$ cat src/sv/frpm_pkg.sv
// ----------------------------------------------------------------------------
// frpm_pkg
// Shared constants for the frame pacer rate meter.
// ----------------------------------------------------------------------------
`default_nettype none

package frpm_pkg;

  localparam int MAX_RATE_DEF = 256;

  localparam int TIME_W   = 63;
  localparam int RATE_REG_W = 9;
  localparam int COUNT_W  = 9;
  localparam int PERIOD_W = 30;
  localparam int APB_AW   = 3;
  localparam int APB_DW   = 32;

  localparam logic [PERIOD_W-1:0] NS_PER_SEC = 30'd1000000000;
  localparam logic [RATE_REG_W-1:0] TARGET_RATE_RST = 9'd60;

  // register index of target_rate (paddr[2])
  localparam logic REG_TARGET_RATE = 1'b0;

endpackage

`default_nettype wire

$ cat src/sv/frpm_div.sv
// ----------------------------------------------------------------------------
// frpm_div
// Iterative restoring divider: one billion over the effective rate, one
// quotient bit per cycle. Holds the frame period between runs.
// ----------------------------------------------------------------------------
`default_nettype none

module frpm_div #(
  parameter int RATE_W = 9,
  parameter logic [frpm_pkg::PERIOD_W-1:0] PERIOD_RST = 30'd16666666
) (
  input  wire logic                          clk,
  input  wire logic                          rst_n,
  input  wire logic                          start,
  input  wire logic [RATE_W-1:0]             divisor,
  output logic                               busy,
  output logic [frpm_pkg::PERIOD_W-1:0]      period
);

  localparam int PW = frpm_pkg::PERIOD_W;
  localparam logic [4:0] LAST_BIT = 5'(PW - 1);

  logic              busy_r;
  logic [4:0]        bit_r;
  logic [RATE_W-1:0] dvs_r;
  logic [RATE_W-1:0] rem_r;
  logic [PW-1:0]     quo_r;

  logic [RATE_W:0]   trial;
  logic              take;

  assign trial = {rem_r, frpm_pkg::NS_PER_SEC[bit_r]};
  assign take  = trial >= {1'b0, dvs_r};

  always_ff @(posedge clk) begin
    if (!rst_n) begin
      busy_r <= 1'b0;
      bit_r  <= LAST_BIT;
      quo_r  <= PERIOD_RST;
    end else if (start) begin
      busy_r <= 1'b1;
      bit_r  <= LAST_BIT;
    end else if (busy_r) begin
      quo_r <= {quo_r[PW-2:0], take};
      if (bit_r == 5'd0) begin
        busy_r <= 1'b0;
      end else begin
        bit_r <= bit_r - 5'd1;
      end
    end
  end

  always_ff @(posedge clk) begin
    if (start) begin
      dvs_r <= divisor;
      rem_r <= '0;
    end else if (busy_r) begin
      rem_r <= take ? RATE_W'(trial - {1'b0, dvs_r}) : RATE_W'(trial);
    end
  end

  assign busy   = busy_r;
  assign period = quo_r;

endmodule

`default_nettype wire

$ cat config.mk
export PLATFORM = sky130hd
export DESIGN_NAME = frpm_div
export DESIGN_NICKNAME = d
export VERILOG_FILES = /design/src/sv/frpm_pkg.sv /design/src/sv/frpm_div.sv
export SDC_FILE = /design/constraint.sdc
export NUM_CORES = 1
export LEC_CHECK = 0
export BUFFER_PORTS_ARGS = -buffer_cell sky130_fd_sc_hd__buf_2
export CAP_MARGIN = 5
export CORE_ASPECT_RATIO = 1.75
export CORE_UTILIZATION = 50
export CTS_BUF_LIST = sky130_fd_sc_hd__clkbuf_16
export DETAILED_ROUTE_END_ITERATION = 12
export PLACE_DENSITY_LB_ADDON = 0.05
export RECOVER_POWER = 100
export SLEW_MARGIN = 10
export SYNTH_ARGS = -nofsm -noshare
export SYNTH_HDL_FRONTEND = slang
export SYNTH_SLANG_ARGS = --single-unit
$ cat constraint.sdc
create_clock -name clk -period 3.15 [get_ports clk]
set_input_delay 0.4725 -clock clk [delete_from_list [all_inputs] [get_ports clk]]
set_output_delay 0.4725 -clock clk [all_outputs]
set_load 0.03 [all_outputs]
# [Word level (Yosys, flattened, before mapping)]
# Memories as Yosys holds them, arrays and structs flattened. A register that Yosys moved wholly into a read port is not among the register bits.
# Index checks and enable logic that the tools add are counted.
[word_totals] mem_bits_ro=32 ff_bits=54 mem_count=1
[op_classes] order_cmp=2 reduce_logical=4 muxes=7 bitwise_logic=3 add_sub_neg=2
[memory_table] name="(no name shown)" words=32 width=1 rd=1 rd_ports_with_merged_regs=1 wr=0 line="frpm_div.sv:32" source="assign trial = {rem_r, frpm_pkg::NS_PER_SEC[bit_r]};"
[ops] cell="10-bit by 9-bit >= comparator with 1-bit output" count=1
[ops] cell="5-bit two-way mux" count=2
[ops] cell="9-bit two-way mux" count=1
[ops] cell="9-bit subtractor" count=1
[ops] cell="5-bit by 6-bit less-than comparator with 1-bit output, second input constant" count=1
[ops] cell="5-bit logical NOT" count=1
[ops] cell="5-bit by 1-bit subtractor with 5-bit output, second input constant" count=1
[ops] cell="1-bit two-way mux" count=4
[ops] cell="2-bit AND reduction" count=2
[ops] cell="1-bit NOT" count=3
[ops] cell="2-bit OR reduction" count=1

# [Depth between registers and ports, before layout]
[logic_depth] depth_word=5 mapped_depth=14 ltp_nobuf=12

# [Worst setup path after synthesis]
# No wires, ideal clock.
[synth_timing] kind="reg-to-reg" startpoint="register bit_r[0]" endpoint="register trial[0] (netlist name)" setup_ns=0.142 required_time_ns=3.008 arrival_time_ns=2.339 path_buffers=2 path_stages_with_launch=15 synth_period_minus_slack_ns=2.481 slack_ns=0.669 cell_sequence="dfxtp_1 > clkbuf_1 > inv_1 > ha_1 > or4b_1 > and2_1 > buf_6 > xnor2_1 > nand2_1 > inv_1 > ha_1 > o211a_1 > a41oi_2 > a211oi_2 > a211oi_2"
[synth_lines] element="from (decl)" line="frpm_div.sv:24" source="logic [4:0] bit_r;"
[synth_lines] element="from (signal assigned)" line="frpm_div.sv:48" source="bit_r <= bit_r - 5'd1;"

==> results_dict.tcl <==
set metrics [dict create \
    slew_viol_final 0 \
    row_count 35 \
    slew_headroom 0.234 \
    syn_area_per_cell_sq_um 8.80 \
    slowest_stage "or4b_1" \
    required_ns 3.30 \
    cp_slowest_stage_delay_ns 0.46 \
    diodes 0 \
    routed_wirelength_um 5480 \
    avgViaCountPerCell 5.49 \
    ioPinCount 43 \
    synth_edf_count 9 \
    start_util 0.519 \
    gp_congestion 0.854 \
    async_reset_ff_frac 0 \
    fin_crit_ns 2.67 \
    power.leakage_nw 1.23 \
    dp.cells 391 \
    grt_pass1_vias 2056 \
    hp-class "in2reg" \
    gr-total-overflow 0 \
    setup_viol 0 \
    core_area_sq_um 5210 \
    stdcell_area_sq_um 3030 \
    synth_cell_types 52 \
    cts-root-buf "clkbuf_16" \
    critPathBufInv 1 \
    ys.flop_type "dfxtp_1" \
    status "finished, final reports clean" \
    worstSetupEndpointType "register" \
    cts_max_path_buffers 2 \
    wl_per_cell_um 13.7 \
    setup_tns_ns 0 \
    fin_nets 368 \
    insertion_delay_ns 0.29 \
    cpMostUsedCell "ha_1" \
    htreeDepth 2 \
    synthCells 307 \
    dpl_cell_area_sq_um 2930 \
    ir_drop_mv 0.464 \
    post-route-util 0.581 \
    drc 0 \
    ant_nets 0 \
    synthToLayoutAreaGrowth_pct 12.0 \
    hold_buffers 0 \
    clk_pin_slew_ns 0.07 \
    numClockSinks 55 \
    hpwl_um 3990 \
    die_x_um 57.6 \
    fin_total_pwr_mw 1.58 \
    cts_made_buffers 5 \
    drive_above_1_share 0.0785 \
    max_freq_mhz 375 \
    syn_area_sq_um 2700 \
    cts_resized 0 \
    setup_ws_ns 0.481 \
    synth-seq-cells 55 \
    grt_max_degree 33 \
    crit_fanout 9 \
    critPathKind "reg2reg" \
    vias 2189 \
    dr.pass1.iters 4 \
    antenna_found_initial 0 \
    timing.hold.ws_ns 0.353 \
    die_area_sq_um 5710 \
    die_h_um 99.3 \
    cp-start-kind "register" \
    cp_data_arrival_time_ns 2.82 \
    rsz0062_at_grt "no" \
    synth_seq_area_share 0.441 \
    drv_cap 0 \
    cts_setup_buffers 0 \
    dp_slack_ns 0.615 \
    syn_nets 332 \
    port_buffers 42 \
    fin_crit_sh 0.847 \
    path_cells "inv_1 -> ha_1 -> or4b_1 -> and2_0 -> nand2_1 -> o21ai_0 -> nor2_1 -> ha_1 -> o211a_1 -> a41oi_2 -> a211oi_1 -> a211oi_2" \
    pwr_density_cell_nw_per_um2 524 \
    tightest_slew_ns 1.15 \
    path_delay_family "simple AND/OR/NAND/NOR gates" \
    track_usage 0.201 \
    final_cells 399 \
    cts_tree "done" \
    grt_first_pass_wirelength_um 9070 \
    synth_warnings 0 \
    drtIter0Drc 62 \
    fin_worst_skew_ns 0.00619 \
    hold_viol_final 0 \
]
==> final timing paths <==
path / start / to / slack (ns) / cells past startpoint
max: bit_r[0] / trial[0] / 0.48 / 12
min: divisor[4] / dvs_r[4] / 0.35 / 1
max reg2reg: bit_r[0] / trial[0] / 0.48 / 12
min reg2reg: period[29] / period[29] / 0.47 / 2
==> Yosys cell counts (2+ instances only) <==
cell / number / area (sq um)
dfxtp_1: 46 / 921
nand3_1: 18 / 90.1
a21boi_1: 10 / 75.1
nand4_1: 2 / 12.5
a211oi_1: 3 / 22.5
o21ai_0: 2 / 10.0
a311oi_1: 2 / 17.5
clkbuf_1: 14 / 52.6
nand3b_1: 3 / 22.5
a211oi_2: 3 / 37.5
nor3_1: 4 / 20.0
inv_1: 17 / 63.8
nor2_1: 13 / 48.8
o21ai_1: 5 / 25.0
ha_1: 12 / 150
mux2i_1: 3 / 30.0
nand2b_1: 3 / 18.8
nand2_1: 70 / 263
a21boi_0: 8 / 60.1
buf_6: 3 / 33.8
xnor2_1: 4 / 35.0
o31ai_1: 2 / 15.0
nor3b_1: 4 / 30.0
o21a_1: 2 / 15.0
or3_1: 3 / 18.8
a21oi_1: 11 / 55.1
nor2b_1: 5 / 31.3
edfxtp_1: 9 / 270
a21bo_2: 2 / 20.0
xor2_1: 2 / 17.5
==> sequential cells by signal, summed over array words and instances, names as in the netlist <==
register  cells
dvs_r         9
trial         1
rem_r         9
bit_r         5
period       30
busy          1
==> logic make-up (layout without fill, tap and decap cells) <==
group / Yosys count / after routing / synth area share
xor gates and xnor gates: 6 / 6 / 0.0194
DFF: 55 / 55 / 0.441
muxes: 4 / 4 / 0.0153
adders and majority gates: 13 / 13 / 0.0630
buffers and inverters: 34 / 71 / 0.0556
and+or+nand+nor: 133 / 133 / 0.231
AOI/OAI and AO/OA: 62 / 62 / 0.175
==> final cells by class <==
cell class / instances / area [sq um]
clock buffer: 6 / 150
clock inverter: 2 / 7.51
fill: 487 / 2180
inverter: 17 / 63.8
multi-input combinational: 218 / 1350
sequential: 55 / 1190
tap: 55 / 68.8
timing repair buffer: 46 / 198
==> per-layer routing <==
metal | GRT usage | vias to the layer above | wire length [um]
li1 | - | 1133 | -
met1 | 0.221 | 1003 | 2250
met2 | 0.365 | 40 | 2900
met3 | 0.0260 | 13 | 149
met4 | 0.105 | 0 | 172
met5 | 0 | - | 0
==> where the power goes <==
group	internal (mW)	total, mW	switching [mW]
Combinational	0.0853	0.232	0.147
Clock	0.338	0.579	0.241
Sequential	0.748	0.773	0.0257
==> layout by cell type (no fill, tap or decap), drive strengths merged, types with 3 or more instances in the layout <==
master  netlist  final
o21ai         7      7
nand3b        3      3
xnor2         4      4
nor3b         4      4
a21oi        11     11
dfxtp        46     46
nor3          4      4
buf           3     13
nor2b         5      5
or3           3      3
nand2        70     70
a21boi       18     18
mux2i         3      3
ha           12     12
edfxtp        9      9
a211oi        6      6
nand2b        3      3
nor2         13     13
clkbuf       14     39
inv          17     19
nand3        18     18
Note: power is estimated with default switching activity, not from simulation.
